===== config.mk =====
export PLATFORM = sky130hd
export DESIGN_NAME = moving_window_sum_buffer_flat
export DESIGN_NICKNAME = d
export VERILOG_FILES = /design/src/rtl/mwsb_pkg.sv /design/src/rtl/mwsb_if.sv /design/src/rtl/mwsb_cell.sv /design/src/rtl/mwsb_out_pipe.sv /design/src/rtl/moving_window_sum_buffer.sv /design/src/flat_wrapper.sv
export SDC_FILE = /design/constraint.sdc
export NUM_CORES = 1
export LEC_CHECK = 0
export BUFFER_PORTS_ARGS = -buffer_cell sky130_fd_sc_hd__buf_2
export CAP_MARGIN = 10
export CORE_UTILIZATION = 45
export DETAILED_ROUTE_END_ITERATION = 6
export PLACE_DENSITY = 0.6
export RECOVER_POWER = 25
export SLEW_MARGIN = 30
export SYNTH_ARGS = -nofsm -noshare
export SYNTH_HDL_FRONTEND = slang
export SYNTH_SLANG_ARGS = --single-unit
export TNS_END_PERCENT = 30

===== constraint.sdc =====
create_clock -name clk -period 29 [get_ports clk]
set_clock_uncertainty 0.2 [all_clocks]
set_input_delay 2.9 -clock clk [delete_from_list [all_inputs] [get_ports clk]]
set_output_delay 2.9 -clock clk [all_outputs]
set_load 0.005 [all_outputs]

===== src/rtl/mwsb_pkg.sv =====
// Shared types and sizes for the moving-window sum buffer.
// No dependencies; every other file imports this package.
`timescale 1ns / 1ps

package mwsb_pkg;

	localparam int DEPTH       = 64;
	localparam int SAMPLE_BITS = 16;
	localparam int LAG_BITS    = 6;
	localparam int FILL_BITS   = $clog2(DEPTH + 1);
	localparam int SUM_BITS    = 22;
	localparam int GROUP_SIZE  = 8;
	localparam int GROUP_COUNT = (DEPTH + GROUP_SIZE - 1) / GROUP_SIZE;

	typedef enum logic [1:0] {
		FUNC_PUSH  = 2'd0,
		FUNC_READ  = 2'd1,
		FUNC_CLEAR = 2'd2
	} func_t;

	typedef logic signed [SAMPLE_BITS-1:0] sample_t;
	typedef logic signed [SUM_BITS-1:0]    sum_t;
	typedef logic [FILL_BITS-1:0]          fill_t;
	typedef logic [LAG_BITS-1:0]           lag_t;

	// Window status that travels with each beat toward the output
	typedef struct packed {
		sum_t  sum;
		fill_t fill;
	} meta_t;

endpackage


===== src/rtl/mwsb_if.sv =====
// Handshake channels of the moving-window sum buffer: item in, result out.
// Depends on mwsb_pkg.
`timescale 1ns / 1ps

interface mwsb_in_if;
	import mwsb_pkg::*;

	logic        valid;
	logic        ready;
	logic [1:0]  func;
	sample_t     sample;
	lag_t        lag;

	modport source (output valid, func, sample, lag, input ready);
	modport sink   (input valid, func, sample, lag, output ready);
endinterface

interface mwsb_out_if;
	import mwsb_pkg::*;

	logic        valid;
	logic        ready;
	sum_t        window_sum;
	sample_t     picked_value;
	fill_t       fill_count;

	modport source (output valid, window_sum, picked_value, fill_count, input ready);
	modport sink   (input valid, window_sum, picked_value, fill_count, output ready);
endinterface


===== src/rtl/mwsb_cell.sv =====
// One cell of the sample shift line: holds one sample, hands it on at a push,
// and drives its sample onto the read bus when the lag names it. Uses mwsb_pkg.
`timescale 1ns / 1ps

module mwsb_cell (
	input  logic             clk,
	input  logic             shift_en,
	input  mwsb_pkg::sample_t din,
	output mwsb_pkg::sample_t dout,
	input  mwsb_pkg::lag_t    idx,
	input  mwsb_pkg::lag_t    lag,
	input  logic             rd_en,
	output logic             hit,
	output mwsb_pkg::sample_t pick
);
	import mwsb_pkg::*;

	sample_t sample_q;

	// advance the line by one place on a push
	always_ff @(posedge clk) begin
		if (shift_en) begin
			sample_q <= din;
		end
	end

	assign dout = sample_q;

	// drive the read bus only when this cell is the requested lag
	assign hit  = rd_en && (idx == lag);
	assign pick = hit ? sample_q : '0;

endmodule


===== src/rtl/mwsb_out_pipe.sv =====
// Result pipeline: folds the cell read bus in two registered steps and holds
// the result beat until taken. Uses mwsb_pkg and mwsb_out_if.
`timescale 1ns / 1ps

module mwsb_out_pipe (
	input  logic              clk,
	input  logic              arst_n,
	input  logic              take,
	input  mwsb_pkg::meta_t   meta,
	input  mwsb_pkg::sample_t picks [mwsb_pkg::DEPTH],
	output logic              ready,
	mwsb_out_if.source        result
);
	import mwsb_pkg::*;

	sample_t part [GROUP_COUNT];
	sample_t part_s1 [GROUP_COUNT];
	meta_t   meta_s1;
	logic    valid_s1;
	logic    out_valid_q;
	sum_t    sum_q;
	sample_t pick_q;
	fill_t   fill_q;
	sample_t pick_all;
	logic    adv;

	// fold each group of cells; at most one cell drives nonzero
	always_comb begin
		for (int g = 0; g < GROUP_COUNT; g++) begin
			part[g] = '0;
			for (int k = 0; k < GROUP_SIZE; k++) begin
				if (g * GROUP_SIZE + k < DEPTH) begin
					part[g] = part[g] | picks[g * GROUP_SIZE + k];
				end
			end
		end
	end

	always_comb begin
		pick_all = '0;
		for (int g = 0; g < GROUP_COUNT; g++) begin
			pick_all = pick_all | part_s1[g];
		end
	end

	assign adv   = !out_valid_q || result.ready;
	assign ready = !valid_s1 || adv;

	// first stage: group partials and window status
	always_ff @(posedge clk or negedge arst_n) begin
		if (!arst_n) begin
			valid_s1 <= 1'b0;
		end else if (ready) begin
			valid_s1 <= take;
		end
	end

	always_ff @(posedge clk) begin
		if (ready && take) begin
			meta_s1 <= meta;
			part_s1 <= part;
		end
	end

	// output register: hold while the sink stalls
	always_ff @(posedge clk or negedge arst_n) begin
		if (!arst_n) begin
			out_valid_q <= 1'b0;
		end else if (adv) begin
			out_valid_q <= valid_s1;
		end
	end

	always_ff @(posedge clk) begin
		if (adv && valid_s1) begin
			sum_q  <= meta_s1.sum;
			fill_q <= meta_s1.fill;
			pick_q <= pick_all;
		end
	end

	assign result.valid        = out_valid_q;
	assign result.window_sum   = sum_q;
	assign result.picked_value = pick_q;
	assign result.fill_count   = fill_q;

endmodule


===== src/rtl/moving_window_sum_buffer.sv =====
// Top level of the moving-window sum buffer: shift line of sample cells,
// running sum and fill count, result pipeline. Uses mwsb_pkg, mwsb_if,
// mwsb_cell and mwsb_out_pipe.
//
//   channel  dir  handshake     payload
//   item     in   valid/ready   func, sample, lag
//   result   out  valid/ready   window_sum, picked_value, fill_count
//
// Items are accepted one per cycle while ready is high.
// A push shifts all 64 cells at once and updates the sum in the accept cycle.
// The read bus is folded over two registered steps, which sets the latency.
// Reset clears the sum, the fill count and the pipeline valids; cells are not
// cleared, reads never reach a cell beyond the fill count.
// When the result sink stalls, ready drops only once both stages hold a beat.
`timescale 1ns / 1ps

module moving_window_sum_buffer (
	input  logic        clk,
	input  logic        arst_n,
	mwsb_in_if.sink     item,
	mwsb_out_if.source  result
);
	import mwsb_pkg::*;

	logic    accept;
	logic    is_push;
	logic    is_read;
	logic    is_clear;
	logic    full;
	logic    rd_en;
	logic    pipe_ready;
	sum_t    sum_q;
	sum_t    sum_nxt;
	fill_t   fill_q;
	fill_t   fill_nxt;
	meta_t   meta;
	sample_t chain [DEPTH+1];
	sample_t picks [DEPTH];
	logic [DEPTH-1:0] hits;

	assign accept   = item.valid && item.ready;
	assign is_push  = accept && (item.func == FUNC_PUSH);
	assign is_read  = accept && (item.func == FUNC_READ);
	assign is_clear = accept && (item.func == FUNC_CLEAR);
	assign full     = (fill_q == FILL_BITS'(DEPTH));
	assign rd_en    = is_read && (FILL_BITS'(item.lag) < fill_q);

	// newest sample enters at cell 0, the oldest leaves past the last cell
	assign chain[0] = item.sample;

	for (genvar i = 0; i < DEPTH; i++) begin : g_cell
		mwsb_cell u_cell (
			.clk      (clk),
			.shift_en (is_push),
			.din      (chain[i]),
			.dout     (chain[i+1]),
			.idx      (LAG_BITS'(i)),
			.lag      (item.lag),
			.rd_en    (rd_en),
			.hit      (hits[i]),
			.pick     (picks[i])
		);
	end

	// next window sum and fill count
	always_comb begin
		sum_nxt  = sum_q;
		fill_nxt = fill_q;
		if (accept) begin
			case (item.func)
				FUNC_PUSH: begin
					sum_nxt = sum_q + SUM_BITS'(item.sample)
						- (full ? SUM_BITS'(chain[DEPTH]) : SUM_BITS'(0));
					fill_nxt = full ? fill_q : fill_q + 1'b1;
				end
				FUNC_CLEAR: begin
					sum_nxt  = '0;
					fill_nxt = '0;
				end
				default: begin
					sum_nxt  = sum_q;
					fill_nxt = fill_q;
				end
			endcase
		end
	end

	always_ff @(posedge clk or negedge arst_n) begin
		if (!arst_n) begin
			sum_q  <= '0;
			fill_q <= '0;
		end else begin
			sum_q  <= sum_nxt;
			fill_q <= fill_nxt;
		end
	end

	assign meta.sum  = sum_nxt;
	assign meta.fill = fill_nxt;

	mwsb_out_pipe u_out_pipe (
		.clk    (clk),
		.arst_n (arst_n),
		.take   (accept),
		.meta   (meta),
		.picks  (picks),
		.ready  (pipe_ready),
		.result (result)
	);

	assign item.ready = pipe_ready;

`ifndef NO_ASSERTIONS
	a_fill_bound: assert property (@(posedge clk) disable iff (!arst_n)
		fill_q <= FILL_BITS'(DEPTH))
		else $error("fill count beyond window depth");

	a_one_hit: assert property (@(posedge clk) disable iff (!arst_n)
		$onehot0(hits))
		else $error("more than one cell drives the read bus");

	a_clear: assert property (@(posedge clk) disable iff (!arst_n)
		is_clear |=> (fill_q == '0) && (sum_q == '0))
		else $error("clear did not empty the window");

	a_push_fill: assert property (@(posedge clk) disable iff (!arst_n)
		is_push && !full |=> fill_q == $past(fill_q) + 1'b1)
		else $error("push did not advance the fill count");

	a_hit_needs_fill: assert property (@(posedge clk) disable iff (!arst_n)
		(hits != '0) |-> (FILL_BITS'(item.lag) < fill_q))
		else $error("read hit past the filled part of the window");
`endif

endmodule

===== src/flat_wrapper.sv =====
// flat-port wrapper written by rule: the top's interface ports become plain ports
module moving_window_sum_buffer_flat import mwsb_pkg::*;
  (clk, arst_n, item_valid, item_func, item_sample, item_lag, item_ready, result_valid, result_window_sum, result_picked_value, result_fill_count, result_ready);
  mwsb_in_if item_i ();
  mwsb_out_if result_i ();
  input  logic clk;
  input  logic arst_n;
  input wire logic [$bits(item_i.valid)-1:0] item_valid;
  input wire logic [$bits(item_i.func)-1:0] item_func;
  input wire logic [$bits(item_i.sample)-1:0] item_sample;
  input wire logic [$bits(item_i.lag)-1:0] item_lag;
  output wire logic [$bits(item_i.ready)-1:0] item_ready;
  output wire logic [$bits(result_i.valid)-1:0] result_valid;
  output wire logic [$bits(result_i.window_sum)-1:0] result_window_sum;
  output wire logic [$bits(result_i.picked_value)-1:0] result_picked_value;
  output wire logic [$bits(result_i.fill_count)-1:0] result_fill_count;
  input wire logic [$bits(result_i.ready)-1:0] result_ready;
  assign item_i.valid = item_valid;
  assign item_i.func = item_func;
  assign item_i.sample = item_sample;
  assign item_i.lag = item_lag;
  assign item_ready = item_i.ready;
  assign result_valid = result_i.valid;
  assign result_window_sum = result_i.window_sum;
  assign result_picked_value = result_i.picked_value;
  assign result_fill_count = result_i.fill_count;
  assign result_i.ready = result_ready;
  moving_window_sum_buffer u_core (.clk(clk), .arst_n(arst_n), .item(item_i), .result(result_i));
endmodule

**Word-level counts from Yosys, hierarchy flattened**

Index checks and enable logic that the tools add are counted.

- Bits of input ports: 28
- Logic and storage cells: 360
- Output and inout port bits: 47
- Flip-flop bits (word level): 1257

- Magnitude comparators: 1
- Add/subtract/negate cells: 3
- Eq/ne operators: 66
- Reductions and logical operators: 76
- Mux-type cells: 70
- Bitwise gates (word level): 63

Operators by type and width:

| cell | count |
|---|---|
| $mux W16 | 64 |
| $or A16 B16 Y16 | 63 |
| $eq A6 B6 Y1 const A | 32 |
| $eq A5 B6 Y1 const A | 16 |
| $logic_and A1 B1 Y1 | 70 |
| $eq A4 B6 Y1 const A | 8 |
| $mux W22 | 2 |
| $pmux W22 S2 | 1 |
| $eq A3 B6 Y1 const A | 4 |
| $add A22 B16 Y22 | 1 |
| $sub A22 B22 Y22 | 1 |
| $mux W7 | 2 |
| $pmux W7 S2 | 1 |
| $eq A2 B6 Y1 const A | 2 |
| $add A7 B1 Y7 const B | 1 |
| $eq A7 B7 Y1 const B | 1 |
| $lt A6 B7 Y1 | 1 |
| $eq A1 B6 Y1 const A | 1 |
| $logic_not A6 Y1 | 1 |
| $eq A2 B1 Y1 const B | 1 |
| $eq A2 B2 Y1 const B | 1 |
| $logic_not A1 Y1 | 2 |
| $logic_not A2 Y1 | 1 |
| $logic_or A1 B1 Y1 | 2 |

**Longest topological paths before layout**

- Depth in word-level cells: 15
- Depth in mapped cells: 19

**By module**

From an unflattened synthesis, not the netlist that was laid out.

- Cell total of the unflattened synthesis: 5070
- Area total of the unflattened synthesis: 67816.3 um^2

By module, submodules not included:

| module | area each (um^2) | instances | cells each |
|---|---|---|---|
| mwsb_cell | 875.8 | 64 | 63 |
| mwsb_out_pipe | 8511.9 | 1 | 642 |
| moving_window_sum_buffer | 3250.6 | 1 | 396 |

**Worst setup path before layout**

OpenSTA, ideal clock, no wires.

- Path kind: in2reg
- From: input result_ready
- To: register u_core.u_out_pipe.meta_s1[16] (netlist name), data pin
- Path buffers: 1
- Data arrival time: 33561 ps
- Stages on the path: 6
- Setup time: 331 ps
- Slack: -5091 ps
- Data required time: 28469 ps
- Cells stage by stage: nand3b_1 -> nand2_1 -> or2_2 -> nor2_1 -> clkbuf_1 -> a22o_1

- Cells in the longest elaborated chain, start to end: 4

RTL lines:

| element | line | source |
|---|---|---|
| start: declaration | flat_wrapper.sv:17 | `input wire logic [$bits(result_i.ready)-1:0] result_ready;` |
| $logic_or A1 B1 Y1 | mwsb_out_pipe.sv:46 | `assign adv = !out_valid_q \|\| result.ready;` |
| $logic_or A1 B1 Y1 | mwsb_out_pipe.sv:47 | `assign ready = !valid_s1 \|\| adv;` |
| $logic_and A1 B1 Y1 | moving_window_sum_buffer.sv:41 | `assign accept = item.valid && item.ready;` |
| $mux W22 | moving_window_sum_buffer.sv:69 | `if (accept) begin` |
| via u_core.sum_nxt[9] | moving_window_sum_buffer.sv:33 | `sum_t sum_nxt;` |
| end signal: assignment | mwsb_out_pipe.sv:60 | `meta_s1 <= meta;` |
| end: declaration | mwsb_out_pipe.sv:18 | `meta_t meta_s1;` |

The timed path passes the listed nets, and every way through them passes these cells.
A chain may end at the register's enable or synchronous reset.

**Worst setup path in the final report**

- From: input result_ready
- To: register u_core.g_cell[14].u_cell.sample_q[12], enable pin

- Cells in the longest elaborated chain, start to end: 4

RTL lines:

| element | line | source |
|---|---|---|
| $logic_or A1 B1 Y1 | mwsb_out_pipe.sv:46 |  |
| $logic_or A1 B1 Y1 | mwsb_out_pipe.sv:47 |  |
| $logic_and A1 B1 Y1 | moving_window_sum_buffer.sv:41 |  |
| $logic_and A1 B1 Y1 | moving_window_sum_buffer.sv:42 | `assign is_push = accept && (item.func == FUNC_PUSH);` |
| end signal: assignment | mwsb_cell.sv:23 | `sample_q <= din;` |
| end: declaration | mwsb_cell.sv:18 | `sample_t sample_q;` |

Every way passes these cells.

==> flow_summary_export.csv <==
group,metric,value,unit
grt,antenna_found_initial,2,
clock_network,tritoncts,"built",
critical_path,critical_path_arrival,6.80,ns
placement,pre_cts_ws,21.48,ns
synthesis,synth_area,46700,sq um
synthesis,synth_common_cells,"1226 x edfxtp_1, 313 x a22oi_1, 108 x nand3_1",
placement,dpl.cell_count,3910,
floorplanning,die_h,324,microns
floorplanning,start_util,45.6,%
synthesis,synth.area.top_cells,"edfxtp_1 79%, a22oi_1 5.0%, a22o_1 1.8%, a221oi_1 1.7%, dfrtp_1 1.7%",
power_and_ir_drop,powerDensity,76.5,nW/um^2
placement,finalWeightedCongestion,0.845,
sta,hold_viol,0,
finish,layout.cells.non_filler,4130,
clock_network,cts_buffers,117,
grt,grt_pass1_wl,163,mm
floorplanning,num_io_pins,75,
route,via_per_inst,6.03,
finish,final_cell_area,52800,sq um
finish,fillCellCount,8059,
synthesis,yosys_warnings,0,
critical_path,required,29.10,ns
route,dr_total_vias,24900,
sta,timing.hold.ws,0.220,ns
power_and_ir_drop,irDropWorstVdd,0.0440,mV
clock_network,root_buffer,"clkbuf_16",
sta,slew_headroom,32.4,%
placement,dp_hpwl,69.9,mm
power_and_ir_drop,power_switching,966,uW
finish,drive_above_1_share,14.2,%
run_status,status,"finished clean",
power_and_ir_drop,p_int,3080,uW
floorplanning,dieArea,105000,sq um
power_and_ir_drop,p_sw_share,23.9,%
synthesis,synth_seq_area_share,80.5,%
sta,rsz0062_at_grt,"no",
sta,worst_pin_slew,1.01,ns
sta,fin_crit,6.70,ns
route,drtPass1Iterations,5,
power_and_ir_drop,power_leakage,0.0170,uW
synthesis,async_flop_share,2.47,%
synthesis,synth.avg_cell_area,18.7,sq um
critical_path,start_kind,"primary input",
finish,multi_input_area,8370,sq um
placement,dpl_cell_area,49100,sq um
hold_path,hp-class,"register to register",
sta,fin_tns_setup,0,ns
critical_path,crit_type,"primary input to register",
route,drc,0,
finish,syn_to_final_growth,13.2,%
grt,grt_usage,21.0,%
floorplanning,die_x,324,microns
route,finalWirelength,110,mm
synthesis,synth.distinct_cells,55,
sta,setup_viol,0,
clock_network,cts_buffer_depth,3,
synthesis,ys_seq_elements,1257,
synthesis,syn_inst,2491,
sta,fin_crit_sh,23.1,%
power_and_ir_drop,pwr-share-seq,52.4,%
synthesis,yosysMostFrequentCell,"edfxtp_1",
clock_network,insertion_delay,0.69,ns
clock_network,cts_sinks,1257,
clock_network,ctsHoldBuffers,0,
sta,fmax,149,MHz
clock_network,cts_max_level,3,
clock_network,clk_pin_slew,0.06,ns
critical_path,path_max_fanout,123,
synthesis,syn_nets,2570,
sta,layout_setup_ws,22.30,ns
run,cap_violations,0,
route,wl_per_cell,26.8,microns
synthesis,yosysTopAreaCell,"edfxtp_1",
clock_network,ctsResizeCount,0,
sta,slew_violations,0,
synthesis,synth_enable_flop_cells,1226,
synthesis,synth_largest_type_area_fraction,78.9,%
grt,gr-total-overflow,0,
grt,grt_pass1_vias,24400,
finish,n_antenna_cell,0,
synthesis,ys.flop_type,"edfxtp_1",
route,antenna_left,0,
finish,regArea,37600,sq um
floorplanning,core_area,102000,sq um
placement,numPortBuffers,74,
clock_network,cts_setup_buffers,0,
critical_path,critical_path.endpoint_type,"register",
route,first_iter_violations,3266,
power_and_ir_drop,share_comb_of_total_power,10.4,%
finish,fin_nets,2743,
floorplanning,rows,117,
power_and_ir_drop,clkPwrFrac,37.1,%
grt,grt_max_degree,179,
==> logic make-up (layout without fill, tap and decap cells) <==
group | after synthesis | count (layout) | share of synthesized area [%]
AOI/OAI and AO/OA | 646 | 646 | 11.5
xor gates and xnor gates | 16 | 16 | 0.300
adders and majority gates | 51 | 51 | 1.70
buffers and inverters | 181 | 452 | 2.00
DFF | 1257 | 1257 | 80.5
muxes | 1 | 1 | 0.0214
and+or+nand+nor | 339 | 339 | 3.95
==> layout make-up <==
class	count	area share [%]
Sequential cell	1257	71.2
Multi-Input combinational cell	1053	15.9
Clock buffer	135	5.71
Tap cell	1368	3.24
Timing Repair Buffer	144	2.09
Clock inverter	82	1.30
Inverter	91	0.656
==> worst paths after layout <==
| path | cells past startpoint | from | slack [ns] | end |
|---|---|---|---|---|
| setup / recovery | 9 | result_ready | 22.30 | u_core.g_cell[14].u_cell.dout[12] |
| hold / removal | 0 | u_core.u_out_pipe.meta_s1[28] | 0.22 | u_core.u_out_pipe.result.window_sum[21] |
| setup reg to reg | 16 | u_core.fill_q[4] | 23.83 | u_core.u_out_pipe.meta_s1[21] |
| hold reg to reg | 0 | u_core.u_out_pipe.meta_s1[28] | 0.22 | u_core.u_out_pipe.result.window_sum[21] |
| max in group asynchronous | 1 | arst_n | 25.99 | u_core.sum_q[10] |
| min in group asynchronous | 1 | arst_n | 2.09 | u_core.u_out_pipe.valid_s1 |
==> layer usage <==
| metal | vias up | global-route usage [%] | part of all wire (%) |
|---|---|---|---|
| met1 | 13000 | 30.7 | 43 |
| met5 | - | 0 | 0 |
| li1 | 10700 | - | - |
| met4 | 0 | 6.30 | 2.7 |
| met2 | 1094 | 32.4 | 47 |
| met3 | 171 | 3.48 | 7.0 |
==> critical path, stage by stage <==
cell	delay [ns]
buf_2	0.08
nand3b_1	0.13
nand2_1	0.13
or2_2	0.61
nor2_4	0.21
buf_12	0.46
buf_16	0.46
buf_4	0.80
buf_4	0.83
==> state kept, by name, summed over array words and instances, names as in the netlist <==
name and flops:
u_core.u_out_pipe.result.picked_value 16, u_core.u_out_pipe.meta_s1 29, u_core.u_out_pipe.part_s1 128, u_core.sum_q 22, u_core.u_out_pipe.result.fill_count 7, u_core.u_out_pipe.valid_s1 1, u_core.fill_q 7, u_core.g_cell.u_cell.dout 1024
u_core.u_out_pipe.result.window_sum 22, u_core.u_out_pipe.result.valid 1
==> power groups by stage <==
stage | Combinational, uW | Clock [uW] | Sequential (uW)
2_1_floorplan | 312 | 0 | 2170
3_3_place_gp | 406 | 0 | 2150
3_5_place_dp | 416 | 0 | 2160
4_1_cts | 419 | 1530 | 2120
5_1_grt | 476 | 1590 | 2120
6_report | 422 | 1500 | 2120
==> placed cells by master, fill, tap and decap left out, types with 39 or more instances in the layout <==
cell type / instances
a221oi_1: 93
a22o_1: 97
a22oi_1: 313
buf_2: 74
buf_6: 39
clkbuf_16: 118
edfxtp_1: 1226
inv_1: 90
nand2_1: 58
nand3_1: 108
==> through the flow <==
step                      power, uW  util [%]
after floorplan                2480         -
after global placement         2560      47.5
after detailed placement       2570      47.9
after CTS                      4070      51.6
after global routing           4200      51.6
final                          4040      51.6
Power figures use the tool's default switching activity.
